<file path="src/hw/rtl/dssq_pkg.sv">
package dssq_pkg;

    localparam int unsigned TIME_W       = 64;
    localparam int unsigned ID_W         = 8;
    localparam int unsigned KIND_W       = 2;
    localparam int unsigned RESULT_LIMIT = 16;
    localparam int unsigned WOKE_W       = $clog2(RESULT_LIMIT + 1);

    localparam logic OP_SLEEP   = 1'b0;
    localparam logic OP_REFRESH = 1'b1;

    localparam logic [KIND_W-1:0] KIND_ACCEPTED = 2'd0;
    localparam logic [KIND_W-1:0] KIND_FULL     = 2'd1;
    localparam logic [KIND_W-1:0] KIND_WOKEN    = 2'd2;
    localparam logic [KIND_W-1:0] KIND_NONE     = 2'd3;

    typedef struct packed {
        logic [TIME_W-1:0] deadline;
        logic [ID_W-1:0]   task_id;
    } t_entry;

    typedef struct packed {
        logic [KIND_W-1:0] kind;
        logic [ID_W-1:0]   woken_task;
        logic              last;
    } t_result;

endpackage

</file>
<file path="src/hw/rtl/dssq_ifs.sv">
interface dssq_item_if;
    logic                         valid;
    logic                         ready;
    logic                         operation;
    logic [dssq_pkg::ID_W-1:0]    task_id;
    logic [dssq_pkg::TIME_W-1:0]  duration;
    logic [dssq_pkg::TIME_W-1:0]  now;

    modport source (output valid, output operation, output task_id, output duration,
                    output now, input ready);
    modport sink (input valid, input operation, input task_id, input duration,
                  input now, output ready);
endinterface

interface dssq_result_if;
    logic                         valid;
    logic                         ready;
    logic [dssq_pkg::KIND_W-1:0]  kind;
    logic [dssq_pkg::ID_W-1:0]    woken_task;
    logic                         last;

    modport source (output valid, output kind, output woken_task, output last,
                    input ready);
    modport sink (input valid, input kind, input woken_task, input last,
                  output ready);
endinterface

</file>
<file path="src/hw/rtl/dssq_mem.sv">
module dssq_mem #(
    parameter int unsigned DEPTH = 16
) (
    input  logic                               i_clk,
    input  logic                               i_we,
    input  logic [$clog2(DEPTH)-1:0]           i_waddr,
    input  dssq_pkg::t_entry                   i_wdata,
    input  logic                               i_re,
    input  logic [$clog2(DEPTH)-1:0]           i_raddr,
    output dssq_pkg::t_entry                   o_rdata
);

    dssq_pkg::t_entry r_mem [DEPTH];
    dssq_pkg::t_entry r_rdata;

    always_ff @(posedge i_clk) begin
        if (i_we) begin
            r_mem[i_waddr] <= i_wdata;
        end
        if (i_re) begin
            r_rdata <= r_mem[i_raddr];
        end
    end

    assign o_rdata = r_rdata;

endmodule

</file>
<file path="src/hw/rtl/dssq_alu.sv">
module dssq_alu (
    input  logic [dssq_pkg::TIME_W-1:0] i_sum_a,
    input  logic [dssq_pkg::TIME_W-1:0] i_sum_b,
    input  logic [dssq_pkg::TIME_W-1:0] i_cmp_a,
    input  logic [dssq_pkg::TIME_W-1:0] i_cmp_b,
    output logic [dssq_pkg::TIME_W-1:0] o_sum,
    output logic                        o_le
);

    logic [dssq_pkg::TIME_W:0] sum_full;

    // A carry out means the deadline lies beyond the clock range, so it sticks at the top.
    assign sum_full = {1'b0, i_sum_a} + {1'b0, i_sum_b};
    assign o_sum    = sum_full[dssq_pkg::TIME_W] ? {dssq_pkg::TIME_W{1'b1}}
                                                 : sum_full[dssq_pkg::TIME_W-1:0];
    assign o_le     = (i_cmp_a <= i_cmp_b);

endmodule

</file>
<file path="src/hw/rtl/deadline_sorted_sleep_queue_unit.sv">
// Channel   Direction  Beat carries
// i_item    in         operation, task_id, duration, now
// o_result  out        kind, woken_task, last
//
// A sleep walks down from the tail, moving each queued entry with a later deadline one place
// back, and is written behind the first entry whose deadline is not later than its own.
// A sleep into a full queue is refused with a full result and leaves the queue unchanged.
// A refresh wakes due tasks from the head, up to the result limit, one beat per task, else none.
// Reset is synchronous and empties the queue; entry contents are not cleared.
// A stalled result holds the sequencer only when a further beat must be issued.
module deadline_sorted_sleep_queue_unit #(
    parameter int unsigned QUEUE_DEPTH = 16
) (
    input  logic                  i_clk,
    input  logic                  i_rst_n,
    dssq_item_if.sink             i_item,
    dssq_result_if.source         o_result
);

    localparam int unsigned AW = (QUEUE_DEPTH > 1) ? $clog2(QUEUE_DEPTH) : 1;
    localparam int unsigned CW = $clog2(QUEUE_DEPTH + 1);

    localparam logic [2:0] ST_IDLE  = 3'd0;
    localparam logic [2:0] ST_S_ADD = 3'd1;
    localparam logic [2:0] ST_S_RD  = 3'd2;
    localparam logic [2:0] ST_S_CMP = 3'd3;
    localparam logic [2:0] ST_S_FIN = 3'd4;
    localparam logic [2:0] ST_R_RD  = 3'd5;
    localparam logic [2:0] ST_R_CMP = 3'd6;

    logic [2:0]                          r_state,     n_state;
    logic [dssq_pkg::ID_W-1:0]           r_id,        n_id;
    logic [dssq_pkg::TIME_W-1:0]         r_dl,        n_dl;
    logic [dssq_pkg::TIME_W-1:0]         r_now,       n_now;
    logic [AW-1:0]                       r_head,      n_head;
    logic [CW-1:0]                       r_count,     n_count;
    logic [CW-1:0]                       r_idx,       n_idx;
    logic [dssq_pkg::WOKE_W-1:0]         r_woke,      n_woke;
    logic                                r_have,      n_have;
    logic [dssq_pkg::ID_W-1:0]           r_pend_id,   n_pend_id;
    logic                                r_out_valid, n_out_valid;
    dssq_pkg::t_result                   r_out,       n_out;

    logic                                mem_we;
    logic [AW-1:0]                       mem_waddr;
    dssq_pkg::t_entry                    mem_wdata;
    logic                                mem_re;
    logic [AW-1:0]                       mem_raddr;
    dssq_pkg::t_entry                    mem_rdata;

    logic [dssq_pkg::TIME_W-1:0]         alu_sum;
    logic [dssq_pkg::TIME_W-1:0]         alu_cmp_b;
    logic                                alu_le;
    logic                                out_free;
    logic                                refresh_done;

    function automatic logic [AW-1:0] f_phys(input logic [CW-1:0] l);
        logic [AW:0] s;
        s = {1'b0, r_head} + (AW + 1)'(l);
        if (s >= (AW + 1)'(QUEUE_DEPTH)) begin
            s = s - (AW + 1)'(QUEUE_DEPTH);
        end
        return s[AW-1:0];
    endfunction

    dssq_mem #(
        .DEPTH (QUEUE_DEPTH)
    ) u_mem (
        .i_clk   (i_clk),
        .i_we    (mem_we),
        .i_waddr (mem_waddr),
        .i_wdata (mem_wdata),
        .i_re    (mem_re),
        .i_raddr (mem_raddr),
        .o_rdata (mem_rdata)
    );

    assign alu_cmp_b = (r_state == ST_R_CMP) ? r_now : r_dl;

    dssq_alu u_alu (
        .i_sum_a (r_now),
        .i_sum_b (r_dl),
        .i_cmp_a (mem_rdata.deadline),
        .i_cmp_b (alu_cmp_b),
        .o_sum   (alu_sum),
        .o_le    (alu_le)
    );

    assign out_free     = !r_out_valid || o_result.ready;
    assign refresh_done = (r_count == '0) || (r_woke == dssq_pkg::WOKE_W'(dssq_pkg::RESULT_LIMIT));

    assign i_item.ready      = (r_state == ST_IDLE);
    assign o_result.valid      = r_out_valid;
    assign o_result.kind       = r_out.kind;
    assign o_result.woken_task = r_out.woken_task;
    assign o_result.last       = r_out.last;

    always_comb begin
        n_state     = r_state;
        n_id        = r_id;
        n_dl        = r_dl;
        n_now       = r_now;
        n_head      = r_head;
        n_count     = r_count;
        n_idx       = r_idx;
        n_woke      = r_woke;
        n_have      = r_have;
        n_pend_id   = r_pend_id;
        n_out_valid = r_out_valid;
        n_out       = r_out;
        mem_we      = 1'b0;
        mem_re      = 1'b0;
        mem_waddr   = f_phys(r_idx);
        mem_wdata   = '{deadline: r_dl, task_id: r_id};
        mem_raddr   = (r_state == ST_R_RD) ? r_head : f_phys(r_idx - CW'(1));

        if (r_out_valid && o_result.ready) begin
            n_out_valid = 1'b0;
        end

        case (r_state)
            ST_IDLE: begin
                if (i_item.valid) begin
                    n_id    = i_item.task_id;
                    n_dl    = i_item.duration;
                    n_now   = i_item.now;
                    n_woke  = '0;
                    n_have  = 1'b0;
                    n_state = (i_item.operation == dssq_pkg::OP_SLEEP) ? ST_S_ADD : ST_R_RD;
                end
            end
            ST_S_ADD: begin
                if (r_count == CW'(QUEUE_DEPTH)) begin
                    if (out_free) begin
                        n_out_valid = 1'b1;
                        n_out       = '{kind: dssq_pkg::KIND_FULL, woken_task: '0, last: 1'b1};
                        n_state     = ST_IDLE;
                    end
                end else begin
                    n_dl    = alu_sum;
                    n_idx   = r_count;
                    n_state = ST_S_RD;
                end
            end
            ST_S_RD: begin
                if (r_idx == '0) begin
                    mem_we  = 1'b1;
                    n_count = r_count + CW'(1);
                    n_state = ST_S_FIN;
                end else begin
                    mem_re  = 1'b1;
                    n_state = ST_S_CMP;
                end
            end
            ST_S_CMP: begin
                mem_we = 1'b1;
                if (!alu_le) begin
                    mem_wdata = mem_rdata;
                    n_idx     = r_idx - CW'(1);
                    n_state   = ST_S_RD;
                end else begin
                    n_count = r_count + CW'(1);
                    n_state = ST_S_FIN;
                end
            end
            ST_S_FIN: begin
                if (out_free) begin
                    n_out_valid = 1'b1;
                    n_out       = '{kind: dssq_pkg::KIND_ACCEPTED, woken_task: '0, last: 1'b1};
                    n_state     = ST_IDLE;
                end
            end
            ST_R_RD: begin
                if (refresh_done) begin
                    if (out_free) begin
                        n_out_valid = 1'b1;
                        n_out = r_have
                            ? dssq_pkg::t_result'{kind: dssq_pkg::KIND_WOKEN,
                                                  woken_task: r_pend_id, last: 1'b1}
                            : dssq_pkg::t_result'{kind: dssq_pkg::KIND_NONE,
                                                  woken_task: '0, last: 1'b1};
                        n_state = ST_IDLE;
                    end
                end else begin
                    mem_re  = 1'b1;
                    n_state = ST_R_CMP;
                end
            end
            ST_R_CMP: begin
                if (alu_le) begin
                    if (!r_have || out_free) begin
                        if (r_have) begin
                            n_out_valid = 1'b1;
                            n_out = '{kind: dssq_pkg::KIND_WOKEN, woken_task: r_pend_id,
                                      last: 1'b0};
                        end
                        n_pend_id = mem_rdata.task_id;
                        n_have    = 1'b1;
                        n_head    = (r_head == AW'(QUEUE_DEPTH - 1)) ? '0 : r_head + AW'(1);
                        n_count   = r_count - CW'(1);
                        n_woke    = r_woke + dssq_pkg::WOKE_W'(1);
                        n_state   = ST_R_RD;
                    end
                end else if (out_free) begin
                    n_out_valid = 1'b1;
                    n_out = r_have
                        ? dssq_pkg::t_result'{kind: dssq_pkg::KIND_WOKEN,
                                              woken_task: r_pend_id, last: 1'b1}
                        : dssq_pkg::t_result'{kind: dssq_pkg::KIND_NONE,
                                              woken_task: '0, last: 1'b1};
                    n_state = ST_IDLE;
                end
            end
            default: begin
                n_state = ST_IDLE;
            end
        endcase
    end

    always_ff @(posedge i_clk) begin
        if (!i_rst_n) begin
            r_state     <= ST_IDLE;
            r_head      <= '0;
            r_count     <= '0;
            r_idx       <= '0;
            r_woke      <= '0;
            r_have      <= 1'b0;
            r_out_valid <= 1'b0;
        end else begin
            r_state     <= n_state;
            r_head      <= n_head;
            r_count     <= n_count;
            r_idx       <= n_idx;
            r_woke      <= n_woke;
            r_have      <= n_have;
            r_out_valid <= n_out_valid;
        end
        r_id      <= n_id;
        r_dl      <= n_dl;
        r_now     <= n_now;
        r_pend_id <= n_pend_id;
        r_out     <= n_out;
    end

`ifndef SYNTHESIS
    a_count_bound: assert property (@(posedge i_clk) disable iff (!i_rst_n)
        r_count <= CW'(QUEUE_DEPTH))
        else $error("Entry count exceeds the queue depth.");

    a_write_in_sleep: assert property (@(posedge i_clk) disable iff (!i_rst_n)
        mem_we |-> (r_state == ST_S_RD || r_state == ST_S_CMP))
        else $error("Entry memory written outside an insertion.");

    a_woke_bound: assert property (@(posedge i_clk) disable iff (!i_rst_n)
        r_woke <= dssq_pkg::WOKE_W'(dssq_pkg::RESULT_LIMIT))
        else $error("Wake count exceeds the result limit.");

    a_pending_held: assert property (@(posedge i_clk) disable iff (!i_rst_n)
        (r_state == ST_R_RD && r_woke != '0) |-> r_have)
        else $error("Woken task lost before its result was issued.");
`endif

endmodule

</file>
<file path="src/flat_wrapper.sv">
// flat-port wrapper written by rule: the top's interface ports become plain ports
module deadline_sorted_sleep_queue_unit_flat 
#(
    parameter int unsigned QUEUE_DEPTH = 16
)
  (i_clk, i_rst_n, i_item_valid, i_item_operation, i_item_task_id, i_item_duration, i_item_now, i_item_ready, o_result_valid, o_result_kind, o_result_woken_task, o_result_last, o_result_ready);
  dssq_item_if i_item_i ();
  dssq_result_if o_result_i ();
  input  logic i_clk;
  input  logic i_rst_n;
  input wire logic [$bits(i_item_i.valid)-1:0] i_item_valid;
  input wire logic [$bits(i_item_i.operation)-1:0] i_item_operation;
  input wire logic [$bits(i_item_i.task_id)-1:0] i_item_task_id;
  input wire logic [$bits(i_item_i.duration)-1:0] i_item_duration;
  input wire logic [$bits(i_item_i.now)-1:0] i_item_now;
  output wire logic [$bits(i_item_i.ready)-1:0] i_item_ready;
  output wire logic [$bits(o_result_i.valid)-1:0] o_result_valid;
  output wire logic [$bits(o_result_i.kind)-1:0] o_result_kind;
  output wire logic [$bits(o_result_i.woken_task)-1:0] o_result_woken_task;
  output wire logic [$bits(o_result_i.last)-1:0] o_result_last;
  input wire logic [$bits(o_result_i.ready)-1:0] o_result_ready;
  assign i_item_i.valid = i_item_valid;
  assign i_item_i.operation = i_item_operation;
  assign i_item_i.task_id = i_item_task_id;
  assign i_item_i.duration = i_item_duration;
  assign i_item_i.now = i_item_now;
  assign i_item_ready = i_item_i.ready;
  assign o_result_valid = o_result_i.valid;
  assign o_result_kind = o_result_i.kind;
  assign o_result_woken_task = o_result_i.woken_task;
  assign o_result_last = o_result_i.last;
  assign o_result_i.ready = o_result_ready;
  deadline_sorted_sleep_queue_unit #(.QUEUE_DEPTH(QUEUE_DEPTH)) u_core (.i_clk(i_clk), .i_rst_n(i_rst_n), .i_item(i_item_i), .o_result(o_result_i));
endmodule
</file>
<file path="config.mk">
export PLATFORM = sky130hd
export DESIGN_NAME = deadline_sorted_sleep_queue_unit_flat
export DESIGN_NICKNAME = d
export VERILOG_FILES = /design/src/hw/rtl/dssq_pkg.sv /design/src/hw/rtl/dssq_ifs.sv /design/src/hw/rtl/dssq_mem.sv /design/src/hw/rtl/dssq_alu.sv /design/src/hw/rtl/deadline_sorted_sleep_queue_unit.sv /design/src/flat_wrapper.sv
export SDC_FILE = /design/constraint.sdc
export NUM_CORES = 2
export LEC_CHECK = 0
export BUFFER_PORTS_ARGS = -buffer_cell sky130_fd_sc_hd__buf_2
export CELL_PAD_IN_SITES_DETAIL_PLACEMENT = 1
export CELL_PAD_IN_SITES_GLOBAL_PLACEMENT = 2
export CORE_UTILIZATION = 40
export CTS_BUF_LIST = sky130_fd_sc_hd__clkbuf_16
export CTS_CLUSTER_DIAMETER = 50
export DETAILED_ROUTE_END_ITERATION = 8
export MAX_ROUTING_LAYER = met4
export PLACE_DENSITY = 0.7
export SLEW_MARGIN = 20
export SYNTH_ARGS = -nofsm -noshare
export SYNTH_HDL_FRONTEND = slang
export SYNTH_SLANG_ARGS = --single-unit
</file>
<file path="constraint.sdc">
create_clock -name i_clk -period 11.5 [get_ports i_clk]
set_clock_uncertainty 0.2 [all_clocks]
set_input_delay 0.575 -clock i_clk [delete_from_list [all_inputs] [get_ports i_clk]]
set_output_delay 0.575 -clock i_clk [all_outputs]
set_load 0.005 [all_outputs]
</file>
==> out/qor.json <==
{
  "max-vdd-ir-drop_v": 0.0001563,
  "area.growth.synth_to_final_pct": 16.79,
  "clkSinkCount": 1403,
  "post_synth_inst_count": 3296,
  "avgViaCountPerCell": 5.772,
  "placeableCoreArea_um2": 148400,
  "synth_top_flop_cell": "edfxtp_1",
  "cp_required_ns": 12.05,
  "worst_path_dominant_cell_family": "simple AND/OR/NAND/NOR gates",
  "layout_commonest_cell": "edfxtp_1",
  "finalCritPeriodShare": 0.5821,
  "timing.hold.worst.class": "in2reg",
  "antenna-diode-count": 0,
  "multi_input_combinational_cell_area_um2": 17510,
  "worst-setup-path-type": "reg2reg",
  "endpoint_kind": "register",
  "synth.top_cells.by_area": "edfxtp_1 (69%), mux4_2 (11%), ha_1 (2.9%), mux2i_1 (2.3%), a21oi_1 (1.5%)",
  "run_status": "finished clean",
  "maxCapViolCount": 0,
  "syn-cell-area_um2": 60110,
  "min_delay_path_depth": 3,
  "num_io_pins": 154,
  "seq_area_um2": 41890,
  "synth.yosys.seq_area_share": 0.6968,
  "dpl_worst_slack_ns": 4.825,
  "fmax_mhz": 149.4,
  "drt_drc_violations_left": 0,
  "place.port_buffers": 153,
  "worstPathBufferInverterCount": 5,
  "postSynth.asyncResetShare": 0,
  "fillers": 13850,
  "post_layout_instance_count_excluding_filler_cells": 5779,
  "worst_slew_pin_slew_ns": 1.161,
  "worst_setup_path_start_kind": "register",
  "crit_top_cell": "buf_4",
  "detailedRoute.firstIterationViolations": 3224,
  "netlist-cell-type-count": 76,
  "clkLatencyLatePin_ns": 0.82,
  "max-slew-margin-rel": 0.2211,
  "layout.cells.most_common_list": "edfxtp_1 (1,379), mux4_2 (288), a21oi_1 (183)",
  "cts_root_buffer": "clkbuf_16",
  "detailroute.via_count": 33360,
  "number_of_global_route_vias_before_repair": 34310,
  "grt_overflow_total": 0,
  "cts_tree": "done",
  "critical_path_cell_count": 18,
  "timing.critical_path.fanout_max": 39,
  "antenna_violating_nets_post_route": 0,
  "dpl.hpwl_um": 97470,
  "timing.critical_path.arrival_ns": 7.24,
  "cts_repair_resize_count": 0,
  "totalWireLength_um": 174200,
  "postSynthAreaPerCell_um2": 18.24,
  "max_stage_delay_cell_worst_path": "nand3_4",
  "cts_buffers": 165,
  "fin_total_pwr_mw": 15.97,
  "clk_slew_on_worst_s_h_paths_ns": 0.06,
  "static_power_due_to_leakage_nw": 23.21,
  "gpl.final_weighted_congestion": 0.8141,
  "floorplan.initialDensity": 0.4052,
  "netlist.area_leader.share": 0.6889,
  "groute.usage.overall": 0.2361,
  "synth_area_leader_cell": "edfxtp_1",
  "setup-tns-final_ns": 0,
  "clockBufferDepth": 3,
  "fin_ws_ns": 4.806,
  "num_rows": 141,
  "ys_ff_latch": 1403,
  "syn_nets": 3582,
  "drive_gt1_frac": 0.2282,
  "dieWidth_um": 389.7,
  "routedWlPerCell_um": 30.14,
  "critPathMaxStageDelay_ns": 0.72,
  "grt_setup_unrepaired": "no",
  "hold_ws_ns": 0.1110,
  "grt_pass1_wl_um": 248500,
  "worstPathCellList": "clkinv_1 > nand3_4 > buf_4 > mux2i_1 > ha_1 > and4_1 > nand2b_1 > nor4_1 > nand2_1 > or3_1 > or4_4 > o21ai_2 > buf_4 > nand2_2 > clkinv_2 > a221oi_1 > nor3_1 > dlygate4sd3_1",
  "clock_tree.htree_level_count": 4,
  "timing.final.max_slew_violations": 0,
  "pwr_density_cell_nw_per_um2": 227.4,
  "grt_antenna_before_repair": 2,
  "placed_cells_incl_taps": 5339,
  "timing_hold_violations_final": 0,
  "yosysWarnings": 0,
  "dieHeight_um": 389.7,
  "final_period_minus_worst_setup_slack_ns": 6.694,
  "fp.dieArea_um2": 151800,
  "synth_enable_flop_cells": 1379,
  "worst_r2r_path_depth": 18,
  "num-nets-final": 3928,
  "drt-pass1-iter-count": 7,
  "grt_max_degree": 145,
  "setup_viol_count_final": 0
}
path summary, 6_finish.rpt:
kind / start / to / slack (ns)
setup reg to reg: u_core.r_state[0] / u_core.r_state[0] / 4.81
hold reg to reg: u_core.r_idx[4] / u_core.r_idx[4] / 0.30
setup / recovery: u_core.r_state[0] / u_core.r_state[0] / 4.81
hold / removal: i_item_duration[1] / u_core.r_dl[1] / 0.11
per-layer routing:
layer | GRT usage | share of wire
met5 | - | 0
met1 | 0.3220 | 0.44
met4 | 0.06478 | 0.022
met3 | 0.03204 | 0.056
met2 | 0.3728 | 0.48
cells in the mapped netlist, drive strengths merged (5+ instances only):
master  number
a211oi      82
a21o        66
a21oi      184
a22o         9
a31o         6
a31oi       10
a41oi        6
and2        10
and3        10
buf         75
clkbuf      95
clkinv       5
dfxtp       24
edfxtp    1379
ha         141
inv         32
mux2        71
mux2i      138
mux4       288
nand2       90
nand2b      10
nand3       29
nand4       40
nor2        82
nor2b       77
nor3        23
nor4         8
o211ai      12
o21a        12
o21ai       56
o21bai      16
o22a        62
o31ai        9
or2          7
or3          5
xnor2       43
xor2        29
cells by family after synthesis:
family | synth area share
compound gates | 0.06425
xor+xnor | 0.01049
fa+ha+maj | 0.03068
buf+inv | 0.01601
flops | 0.6968
mux | 0.1477
simple gates | 0.03399
registers in the layout (all words and copies together) (netlist names), 4 cells and up:
| name | flops |
|---|---|
| u_core.u_mem.o_rdata | 72 |
| u_core.r_woke | 5 |
| u_core.r_idx | 5 |
| u_core.r_dl | 64 |
| u_core.r_head | 4 |
| u_core.r_count | 5 |
| u_core.u_mem.r_mem | 1152 |
| u_core.o_result.woken_task | 8 |
| u_core.r_id | 8 |
| u_core.r_now | 64 |
| u_core.r_pend_id | 8 |
power breakdown:
group	switching, mW	internal, mW	total (mW)
sequential	0.241	6.42	6.66
combinational	2.56	1.61	4.17
clock	2.23	2.90	5.13
total	5.04	10.9	16.0
tightest hold or removal path: cells and delay by family:
| kind | cells | cell delay, ns |
|---|---|---|
| simple gates | 1 | 0.13 |
| buf+inv | 1 | 0.14 |
| compound gates | 1 | 0.09 |
timing repair:
action	CTS	global route
buffers inserted	0	0
hold buffers	138	0
hold endpoints to repair	138	0
final cells by class:
cell class	count	share of cell area
timing repair buffer	349	0.03874
multi-input combinational	1686	0.2494
clock inverter	137	0.01864
clock buffer	165	0.05881
sequential	1403	0.5967
inverter	37	0.002032
tap	2002	0.03568
through the flow:
stage                     utilization  instance area, um2
after global placement         0.4272               63390
after CTS                      0.4732               70210
final                          0.4732               70210
after floorplan                     -               60110
after detailed placement       0.4272               63390
after global routing           0.4732               70210
(Power assumes the default switching activity.)
